===== src/rtl/core/rwcr_pkg.sv =====
// Shared types and constants for the register window call/return control block.
package rwcr_pkg;

    // Default physical register count; window positions are NAREG/4
    localparam int NAREG_DEFAULT = 64;

    // Return address: top bits from pc, low bits from a0
    localparam logic [31:0] RET_PC_HI_MASK = 32'hc000_0000;
    localparam logic [31:0] RET_A0_LO_MASK = 32'h3fff_ffff;
    localparam int          RET_N_SHIFT    = 30;

    // Stream payload widths
    localparam int S_TDATA_W = 96;
    localparam int S_TUSER_W = 3;
    localparam int M_TDATA_W = 104;

    typedef enum logic [2:0] {
        OP_ENTRY      = 3'd0,
        OP_RETURN     = 3'd1,
        OP_ROTATE     = 3'd2,
        OP_WCHECK     = 3'd3,
        OP_MOVSP      = 3'd4,
        OP_WRITE_WB   = 3'd5,
        OP_RESTORE_WB = 3'd6
    } op_t;

    typedef enum logic [3:0] {
        EV_NONE        = 4'd0,
        EV_ILLEGAL     = 4'd1,
        EV_ALLOCA      = 4'd2,
        EV_OVERFLOW4   = 4'd3,
        EV_OVERFLOW8   = 4'd4,
        EV_OVERFLOW12  = 4'd5,
        EV_UNDERFLOW4  = 4'd6,
        EV_UNDERFLOW8  = 4'd7,
        EV_UNDERFLOW12 = 4'd8
    } event_t;

    typedef enum logic [1:0] {
        VC_KERNEL = 2'd0,
        VC_USER   = 2'd1,
        VC_DOUBLE = 2'd2
    } vclass_t;

    // Request payload, last member in the lowest bits
    typedef struct packed {
        logic [6:0]  pad;
        logic [3:0]  ps_owb;
        logic [1:0]  ps_call_incr;
        logic        ps_um;
        logic        ps_excm;
        logic        ps_woe;
        logic [11:0] immediate;
        logic [3:0]  reg_select;
        logic [31:0] reg_value;
        logic [31:0] pc;
    } req_t;

    // Result payload, last member in the lowest bits
    typedef struct packed {
        logic [15:0] window_start_out;
        logic [3:0]  window_base_out;
        logic        pc_to_depc;
        logic [3:0]  owb_value;
        logic        owb_write;
        logic        set_excm;
        vclass_t     vector_class;
        event_t      event_res;
        logic [31:0] return_pc;
        logic [31:0] reg_write_value;
        logic [5:0]  reg_write_index;
        logic        reg_write_enable;
    } res_t;

endpackage


===== src/rtl/core/rwcr_calc.sv =====
// Single-pass decode of one windowed instruction against window base and start mask.
module rwcr_calc #(
    parameter int NAREG = rwcr_pkg::NAREG_DEFAULT
) (
    input  rwcr_pkg::op_t                          op,
    input  rwcr_pkg::req_t                         req,
    input  logic [$clog2(NAREG/4)-1:0]             wb,
    input  logic [NAREG/4-1:0]                     ws,
    input  logic                                   has_depc,
    output rwcr_pkg::res_t                         res,
    output logic [$clog2(NAREG/4)-1:0]             wb_next,
    output logic [NAREG/4-1:0]                     ws_next
);
    import rwcr_pkg::*;

    localparam int NPOS = NAREG / 4;
    localparam int WB_W = $clog2(NPOS);

    logic            win_ok;
    logic            bit_m1, bit_m2, bit_m3;
    logic [1:0]      ret_n;
    logic            ret_mismatch;
    logic            ret_legal;
    logic [WB_W-1:0] ret_wb;
    logic [WB_W-1:0] ent_wb;
    logic [WB_W-1:0] rot_wb;
    logic [3:0]      rot_sum;
    logic            chk_found;
    logic [WB_W-1:0] chk_n;
    logic [WB_W-1:0] chk_pos;
    logic [WB_W-1:0] scan_pos;
    vclass_t         vclass;

    // Caller-frame bits below the current window
    assign win_ok = req.ps_woe && !req.ps_excm;
    assign bit_m1 = ws[wb - WB_W'(1)];
    assign bit_m2 = ws[wb - WB_W'(2)];
    assign bit_m3 = ws[wb - WB_W'(3)];

    // Return: call size from a0 must match the nearest live frame
    assign ret_n        = req.reg_value[RET_N_SHIFT +: 2];
    assign ret_mismatch = bit_m1 ? (ret_n != 2'd1) :
                          bit_m2 ? (ret_n != 2'd2) :
                          bit_m3 ? (ret_n != 2'd3) : 1'b0;
    assign ret_legal    = (ret_n != 2'd0) && !ret_mismatch && win_ok;
    assign ret_wb       = wb - WB_W'(ret_n);

    // Entry and rotate targets
    assign ent_wb  = wb + WB_W'(req.ps_call_incr);
    assign rot_sum = 4'(wb) + req.immediate[3:0];
    assign rot_wb  = rot_sum[WB_W-1:0];

    // Window check: first live frame ahead within the count, lowest distance wins
    always_comb begin
        chk_found = 1'b0;
        chk_n     = '0;
        scan_pos  = '0;
        for (int k = NPOS; k >= 1; k--) begin
            scan_pos = wb + WB_W'(k);
            if (ws[scan_pos] && (12'(k) <= req.immediate)) begin
                chk_found = 1'b1;
                chk_n     = WB_W'(k);
            end
        end
    end
    assign chk_pos = wb + chk_n;

    assign vclass = req.ps_excm ? VC_DOUBLE : (req.ps_um ? VC_USER : VC_KERNEL);

    // Result fields and next state per operation
    always_comb begin
        res     = '0;
        wb_next = wb;
        ws_next = ws;
        case (op)
            OP_ENTRY: begin
                if (req.reg_select > 4'd3 || !win_ok) begin
                    res.event_res    = EV_ILLEGAL;
                    res.set_excm     = 1'b1;
                    res.vector_class = vclass;
                    res.pc_to_depc   = req.ps_excm && has_depc;
                end else begin
                    res.reg_write_enable = 1'b1;
                    res.reg_write_index  = 6'({ent_wb, req.reg_select[1:0]});
                    res.reg_write_value  = req.reg_value - {req.immediate, 3'b000};
                    wb_next              = ent_wb;
                    ws_next              = ws | (NPOS'(1) << ent_wb);
                end
            end
            OP_RETURN: begin
                if (!ret_legal) begin
                    res.event_res    = EV_ILLEGAL;
                    res.set_excm     = 1'b1;
                    res.vector_class = vclass;
                    res.pc_to_depc   = req.ps_excm && has_depc;
                end else begin
                    res.return_pc = (req.pc & RET_PC_HI_MASK) |
                                    (req.reg_value & RET_A0_LO_MASK);
                    wb_next       = ret_wb;
                    if (ws[ret_wb]) begin
                        ws_next = ws & ~(NPOS'(1) << wb);
                    end else begin
                        case (ret_n)
                            2'd1:    res.event_res = EV_UNDERFLOW4;
                            2'd2:    res.event_res = EV_UNDERFLOW8;
                            default: res.event_res = EV_UNDERFLOW12;
                        endcase
                        res.set_excm  = 1'b1;
                        res.owb_write = 1'b1;
                        res.owb_value = 4'(wb);
                    end
                end
            end
            OP_ROTATE: begin
                wb_next = rot_wb;
            end
            OP_WCHECK: begin
                if (win_ok && chk_found) begin
                    wb_next       = chk_pos;
                    res.set_excm  = 1'b1;
                    res.owb_write = 1'b1;
                    res.owb_value = 4'(wb);
                    if (ws[chk_pos + WB_W'(1)]) begin
                        res.event_res = EV_OVERFLOW4;
                    end else if (ws[chk_pos + WB_W'(2)]) begin
                        res.event_res = EV_OVERFLOW8;
                    end else begin
                        res.event_res = EV_OVERFLOW12;
                    end
                end
            end
            OP_MOVSP: begin
                if (!(bit_m1 || bit_m2 || bit_m3)) begin
                    res.event_res    = EV_ALLOCA;
                    res.set_excm     = 1'b1;
                    res.vector_class = vclass;
                    res.pc_to_depc   = req.ps_excm && has_depc;
                end
            end
            OP_WRITE_WB: begin
                wb_next = req.immediate[WB_W-1:0];
            end
            OP_RESTORE_WB: begin
                wb_next = req.ps_owb[WB_W-1:0];
            end
            default: begin
                wb_next = wb;
            end
        endcase
        res.window_base_out  = 4'(wb_next);
        res.window_start_out = 16'(ws_next);
    end

endmodule


===== src/rtl/core/register_window_call_return_control.sv =====
// Top level of the register window call/return control block.
//
//   Channel  | Handshake                      | Payload
//   ---------+--------------------------------+----------------------------------------
//   request  | s_axis_tvalid / s_axis_tready  | s_axis_tuser operation, s_axis_tdata rest
//   result   | m_axis_tvalid / m_axis_tready  | m_axis_tdata, one result per request
//   config   | cfg_wr_en                      | cfg_wr_data = has_depc
//
// One request per cycle unless a result stalls; its result appears next cycle from the
// output register. Window base and start mask update at the accepting edge, so
// the next request sees them at once. A stalled result holds the output register;
// a new request is taken in the same cycle the held result is taken.
// Synchronous active-low reset: window base 0, start mask bit 0, has_depc set.
module register_window_call_return_control #(
    parameter int NAREG = rwcr_pkg::NAREG_DEFAULT
) (
    input  logic                            aclk,
    input  logic                            aresetn,
    // config
    input  logic                            cfg_wr_en,
    input  logic                            cfg_wr_data,
    // request channel
    input  logic                            s_axis_tvalid,
    output logic                            s_axis_tready,
    // low to high: pc[31:0], reg_value[63:32], reg_select[67:64], immediate[79:68],
    // ps_woe[80], ps_excm[81], ps_um[82], ps_call_incr[84:83], ps_owb[88:85], zero
    input  logic [rwcr_pkg::S_TDATA_W-1:0]  s_axis_tdata,
    // operation[2:0]
    input  logic [rwcr_pkg::S_TUSER_W-1:0]  s_axis_tuser,
    // result channel
    output logic                            m_axis_tvalid,
    input  logic                            m_axis_tready,
    // low to high: reg_write_enable[0], reg_write_index[6:1], reg_write_value[38:7],
    // return_pc[70:39], event_res[74:71], vector_class[76:75], set_excm[77],
    // owb_write[78], owb_value[82:79], pc_to_depc[83], window_base_out[87:84],
    // window_start_out[103:88]
    output logic [rwcr_pkg::M_TDATA_W-1:0]  m_axis_tdata
);
    import rwcr_pkg::*;

    localparam int NPOS = NAREG / 4;
    localparam int WB_W = $clog2(NPOS);

    logic [WB_W-1:0] wb_reg, wb_next;
    logic [NPOS-1:0] ws_reg, ws_next;
    logic            has_depc_reg;
    logic            m_tvalid_reg;
    res_t            m_tdata_reg;
    res_t            res_calc;
    logic            s_accept;

    assign s_axis_tready = aresetn && (!m_tvalid_reg || m_axis_tready);
    assign s_accept      = s_axis_tvalid && s_axis_tready;
    assign m_axis_tvalid = m_tvalid_reg;
    assign m_axis_tdata  = m_tdata_reg;

    rwcr_calc #(
        .NAREG (NAREG)
    ) u_calc (
        .op       (op_t'(s_axis_tuser)),
        .req      (req_t'(s_axis_tdata)),
        .wb       (wb_reg),
        .ws       (ws_reg),
        .has_depc (has_depc_reg),
        .res      (res_calc),
        .wb_next  (wb_next),
        .ws_next  (ws_next)
    );

    // Advance window state on each accepted request; take config writes
    always_ff @(posedge aclk) begin
        if (!aresetn) begin
            wb_reg       <= '0;
            ws_reg       <= NPOS'(1);
            has_depc_reg <= 1'b1;
        end else begin
            if (s_accept) begin
                wb_reg <= wb_next;
                ws_reg <= ws_next;
            end
            if (cfg_wr_en) begin
                has_depc_reg <= cfg_wr_data;
            end
        end
    end

    // Output register: load on accept, drop valid when taken
    always_ff @(posedge aclk) begin
        if (!aresetn) begin
            m_tvalid_reg <= 1'b0;
        end else if (s_accept) begin
            m_tvalid_reg <= 1'b1;
        end else if (m_axis_tready) begin
            m_tvalid_reg <= 1'b0;
        end
    end

    always_ff @(posedge aclk) begin
        if (s_accept) begin
            m_tdata_reg <= res_calc;
        end
    end

`ifndef SYNTHESIS
    // Some window always stays marked live
    assert property (@(posedge aclk) disable iff (!aresetn) ws_reg != '0)
        else $error("window start mask became empty");

    // Window state only moves with an accepted request
    assert property (@(posedge aclk) disable iff (!aresetn)
        (aresetn && !s_accept) |=> ($stable(wb_reg) && $stable(ws_reg)))
        else $error("window state changed without a request");

    // Old-base write goes with spill events only
    assert property (@(posedge aclk) disable iff (!aresetn)
        m_tvalid_reg |-> (m_tdata_reg.owb_write ==
            (m_tdata_reg.event_res != EV_NONE && m_tdata_reg.event_res != EV_ILLEGAL &&
             m_tdata_reg.event_res != EV_ALLOCA)))
        else $error("old base write does not match event");

    // A register write never comes with an event
    assert property (@(posedge aclk) disable iff (!aresetn)
        (m_tvalid_reg && m_tdata_reg.reg_write_enable) |->
            (m_tdata_reg.event_res == EV_NONE && !m_tdata_reg.set_excm))
        else $error("register write together with an event");

    // Result shows the window base the state register holds after its request
    assert property (@(posedge aclk) disable iff (!aresetn)
        (aresetn && s_accept) |=> (m_tdata_reg.window_base_out == 4'(wb_reg)))
        else $error("reported window base differs from state");
`endif

endmodule

===== config.mk =====
export PLATFORM = sky130hd
export DESIGN_NAME = register_window_call_return_control
export DESIGN_NICKNAME = d
export VERILOG_FILES = /design/src/rtl/core/rwcr_pkg.sv /design/src/rtl/core/rwcr_calc.sv /design/src/rtl/core/register_window_call_return_control.sv
export SDC_FILE = /design/constraint.sdc
export NUM_CORES = 1
export LEC_CHECK = 0
export ABC_AREA = 1
export BUFFER_PORTS_ARGS = -buffer_cell sky130_fd_sc_hd__buf_2
export CAP_MARGIN = 0
export CORE_MARGIN = 8
export CORE_UTILIZATION = 35
export DETAILED_ROUTE_END_ITERATION = 6
export REMOVE_ABC_BUFFERS = 1
export SLEW_MARGIN = 40
export SYNTH_ARGS = -nofsm -noshare
export SYNTH_HDL_FRONTEND = slang
export SYNTH_SLANG_ARGS = --single-unit

===== constraint.sdc =====
create_clock -name aclk -period 10.7 [get_ports aclk]
set_input_delay 1.07 -clock aclk [delete_from_list [all_inputs] [get_ports aclk]]
set_output_delay 1.07 -clock aclk [all_outputs]
set_load 0.1 [all_outputs]

# Yosys cells after proc, flatten, opt, wreduce, memory -nomap -nowiden
# Cells that the tools add are included.
# W data, S select, Z words.
[totals]
regBits = 126
input_bits = 105
output_inout_bits = 106
wordCells = 246
[op_classes]
add_sub_neg = 25
magnitude_cmp = 39
eq_ne = 11
shifts = 2
n_mux = 112
bitwise_logic = 5
reduce_logical = 36
[ops]
columns = ["operator", "n"]
rows = [
  ["$lt A4 B5 Y1 const B", 22],
  ["$le A4 B12 Y1 const A", 8],
  ["$bmux W1 S4", 22],
  ["$mux W4", 21],
  ["$mux W1", 50],
  ["$le A3 B12 Y1 const A", 4],
  ["$mux W16", 3],
  ["$add A4 B4 Y4 const B", 8],
  ["$or A32 B30 Y32", 1],
  ["$pmux W16 S2", 1],
  ["$shl A1 B4 Y16 const A", 2],
  ["$sub A32 B15 Y32", 1],
  ["$le A2 B12 Y1 const A", 2],
  ["$pmux W4 S6", 1],
  ["$logic_and A1 B1 Y1", 23],
  ["$add A4 B3 Y4 const B", 4],
  ["$and A16 B16 Y16", 1],
  ["$not A16 Y16", 1],
  ["$or A16 B16 Y16", 1],
  ["$pmux W4 S4", 1],
  ["$mux W7", 2],
  ["$add A4 B2 Y4 const B", 3],
  ["$le A1 B12 Y1 const A", 1],
  ["$le A5 B12 Y1 const A", 1],
  ["other kinds (30)", 46],
]

# Depth between registers and ports, before layout
[depth]
word_depth = 27
mapped_depth = 37
mapped_depth_nobuf = 35

# Cells and area by module
# From an unflattened synthesis, not the netlist that was laid out.
[hier_totals]
hier_cells = 1168
hier_area_um2 = 8906.0
[by_module_without_submodules]
columns = ["mod", "n_inst", "cells_per_inst", "area_each_um2", "seq_area_each_um2"]
rows = [
  ["rwcr_calc", 1, 925, 4837.1, 0.0],
  ["register_window_call_return_control", 1, 243, 4068.9, 3563.4],
]

# Least setup slack after synthesis
# Ideal clock, no wire load.
[synth_timing]
path_kind = "register to register"
startpoint = "reg wb_reg[1]"
endpoint = "reg m_tdata_reg (netlist bit m_axis_tdata[73]), data pin"
setup_ps = 254
arrival_time_ps = 4544
required_ps = 10446
setup_slack_ps = 5902
path_stages_with_launch = 34
n_path_buf = 3
synth_period_minus_slack_ps = 4798
path_cell_list = "dfxtp_1 -> buf_2 -> inv_2 -> buf_2 -> ha_1 -> buf_2 -> inv_1 -> nand3_1 -> nand3_1 -> nand3_1 -> nand2_2 -> nor2_1 -> nand2_1 -> nand2_1 -> nand2_1 -> nand2_1 -> nand2_1 -> nand2_1 -> nand2_1 -> nand2_1 -> nand2_1 -> nand2_1 -> nand2_1 -> a21oi_1 -> ha_1 -> fa_1 -> ha_1 -> or2_2 -> nand2_1 -> mux2_2 -> nand3_1 -> nand2_1 -> nand2_1 -> nand2_1"
[synth_lines]
columns = ["element", "line", "text"]
rows = [
  ["start: declaration", "register_window_call_return_control.sv:44", "logic [WB_W-1:0] wb_reg, wb_next;"],
  ["start signal: assignment", "register_window_call_return_control.sv:78", "wb_reg <= wb_next;"],
  ["end signal: assignment", "register_window_call_return_control.sv:100", "m_tdata_reg <= res_calc;"],
  ["end: declaration", "register_window_call_return_control.sv:48", "res_t m_tdata_reg;"],
]

==> results.sh <==
export IMPL_path_clk_slew_ns=0.07
export IMPL_grt_first_pass_wirelength_um=43300
export IMPL_violations="DRC"
export IMPL_clockBufferDepth=2
export IMPL_vdd_drop_max_uv=116
export IMPL_cts_tree="done"
export IMPL_finalPower_mw=1.94
export IMPL_portBuffers=173
export IMPL_critPathMaxStageDelay_ns=0.54
export IMPL_synth_cell_types=49
export IMPL_synth_top_area_share=0.363
export IMPL_post_cts_buffers=0
export IMPL_diodes=0
export IMPL_internal_power_mw=1.17
export IMPL_overflow=0
export IMPL_syn_area_per_cell_um2=7.73
export IMPL_numCtsBuffers=17
export IMPL_drt_iter0_drc=928
export IMPL_fin_crit_sh=0.492
export IMPL_endpoint_kind="flip-flop"
export IMPL_max_freq_mhz=190
export IMPL_cts_num_sinks=126
export IMPL_largest_reg_flops=104
export IMPL_start_util=0.354
export IMPL_vias=8221
export IMPL_synthCells=1112
export IMPL_ys_seq_area_frac=0.415
export IMPL_startpoint_type="flip-flop"
export IMPL_synth_edf_count=104
export IMPL_grt_setup_unrepaired="no"
export IMPL_status="finished with violations"
export IMPL_relSlewSlack=0.514
export IMPL_worstPathRequired_ns=10.87
export IMPL_setup_tns_ns=0
export IMPL_first_pass_iters=7
export IMPL_post_route_min_period_ns=5.27
export IMPL_dp_cells=1580
export IMPL_power_frac_seq=0.286
export IMPL_clockPowerShare=0.329
export IMPL_drive_above_1_share=0.199
export IMPL_critPathArrivalTime_ns=5.44
export IMPL_p_leak_nw=4.68
export IMPL_viasPerCell=5.10
export IMPL_synth_common_cells="218 x nand2_1, 148 x nand3_1, 138 x inv_1"
export IMPL_core_mm2=0.0242
export IMPL_htree_levels=4
export IMPL_syn_area_mm2=0.00860
export IMPL_yosysMostFrequentCell="nand2_1"
export IMPL_fill_cells=2476
export IMPL_ys_ff_latch=126
export IMPL_antenna_found_initial=0
export IMPL_holdBufCountCts=0
export IMPL_critical_path_max_fanout=22
export IMPL_grt_pass1_vias=7827
export IMPL_fin_cells=1612
export IMPL_yosys_top_cells_area="edfxtp_1 36%, nand2_1 9.5%, nand3_1 8.6%, inv_1 6.0%, ha_1 6.0%"
export IMPL_drt_wl_total_um=27600
export IMPL_io_pins=211
export IMPL_finalSetupViolations=0
export IMPL_area_growth_pct=20.8
export IMPL_grt_max_degree=77
export IMPL_synth_main_ff_cell="edfxtp_1"
export IMPL_async_flop_share=0
export IMPL_track_usage=0.181
export IMPL_finish_utilization=0.428
export IMPL_comb_power_share=0.384
export IMPL_hold_path_class="reg -> reg"
export IMPL_hpwl_um=20600
export IMPL_cpMaxStageDelayCell="ha_1"
export IMPL_die_h_um=173
export IMPL_die_x_um=173
export IMPL_path_common_cell="nand2_1"
export IMPL_synth_top_area_cell="edfxtp_1"
export IMPL_std_cell_rows=57
export IMPL_wire_per_inst_um=17.1
export IMPL_ctsResizeCount=0
export IMPL_die_area_mm2=0.0298
export IMPL_drc=1
export IMPL_yosysWarnings=0
export IMPL_finClkSkew_ns=0.0145
export IMPL_slew_violations=0
export IMPL_max_cap_viol_count=0
export IMPL_fin_nets=1426
export IMPL_power_switching_mw=0.765
export IMPL_path_class="reg -> reg"
export IMPL_tightestPinTransition_ns=0.723
export IMPL_finalWeightedCongestion=0.899
export IMPL_switching_share=0.395
export IMPL_ant_nets=0
export IMPL_hold_viol=0
export IMPL_root_buffer="clkbuf_16"
export IMPL_power_density_mw_per_mm2=187
export IMPL_insertion_delay_ns=0.42
==> metrics by stage <==
step                      area [um2]  hold WS, ns  setup WS, ns
final                          10400        0.491          5.43
after global routing           10400        0.516          4.99
after CTS                      10400        0.488          5.47
after detailed placement        9740        0.477          5.25
after global placement          9730        0.473          5.25
after floorplan                 8400        0.447          4.39
==> path summary, 6_finish.rpt <==
path	start	end	slack, ns	cells after the start
max	wb_reg[1]$_SDFFE_PN0P_	m_axis_tdata[71]$_DFFE_PP_	5.43	32
min	has_depc_reg$_SDFFE_PN1P_	has_depc_reg$_SDFFE_PN1P_	0.49	2
max reg2reg	wb_reg[1]$_SDFFE_PN0P_	m_axis_tdata[71]$_DFFE_PP_	5.43	32
min reg2reg	has_depc_reg$_SDFFE_PN1P_	has_depc_reg$_SDFFE_PN1P_	0.49	2
==> cell type report <==
cell class,count,area (um2),area share
multi-input combinational,803,4290,0.413
clock inverter,10,146,0.0141
inverter,146,551,0.0530
timing repair buffer,181,930,0.0895
tap,324,405,0.0390
clock buffer,22,497,0.0478
sequential,126,3560,0.343
==> cells in the final DEF (no fill, tap or decap), drive strengths merged, types with 25 or more instances in the layout <==
| master | count |
|---|---|
| buf | 181 |
| a21oi | 70 |
| o21ai | 92 |
| ha | 41 |
| nand3 | 156 |
| nor3 | 25 |
| edfxtp | 104 |
| inv | 151 |
| nor2 | 119 |
| nand2 | 224 |
==> power by group through the flow <==
stage | logic [mW] | registers (mW) | clock network, mW
after global routing | 0.833 | 0.556 | 0.671
after global placement | 0.728 | 0.565 | 0
final | 0.745 | 0.554 | 0.638
after CTS | 0.736 | 0.554 | 0.652
after floorplan | 0.447 | 0.685 | 0
after detailed placement | 0.732 | 0.565 | 0
==> worst max-delay path, delay by kind of cell (launching register included) <==
family | cells | cell delay, ns
AO/OA/AOI/OAI | 3 | 0.33
buffers and inverters | 4 | 0.92
flip-flops | 1 | 0.30
adder cells (fa/ha/maj) | 4 | 1.69
AND/OR/NAND/NOR | 20 | 1.60
multiplexers | 1 | 0.17
==> cell families (layout without fill, tap and decap cells) <==
group	Yosys count	in the layout	share of synthesized area
AND/OR/NAND/NOR	541	541	0.278
adder cells (fa/ha/maj)	46	46	0.0713
AO/OA/AOI/OAI	199	199	0.132
flip-flops	126	126	0.415
buffers and inverters	183	359	0.0869
multiplexers	2	2	0.00247
XOR/XNOR	15	15	0.0153
==> metal layers <==
| metal | part of all wire | global-route usage | up-vias |
|---|---|---|---|
| li1 | - | - | 4094 |
| met1 | 0.45 | 0.239 | 3717 |
| met2 | 0.45 | 0.287 | 373 |
| met3 | 0.078 | 0.0436 | 37 |
| met4 | 0.022 | 0.0600 | 0 |
| met5 | 0 | 0 | - |
Power figures use the tool's default switching activity.
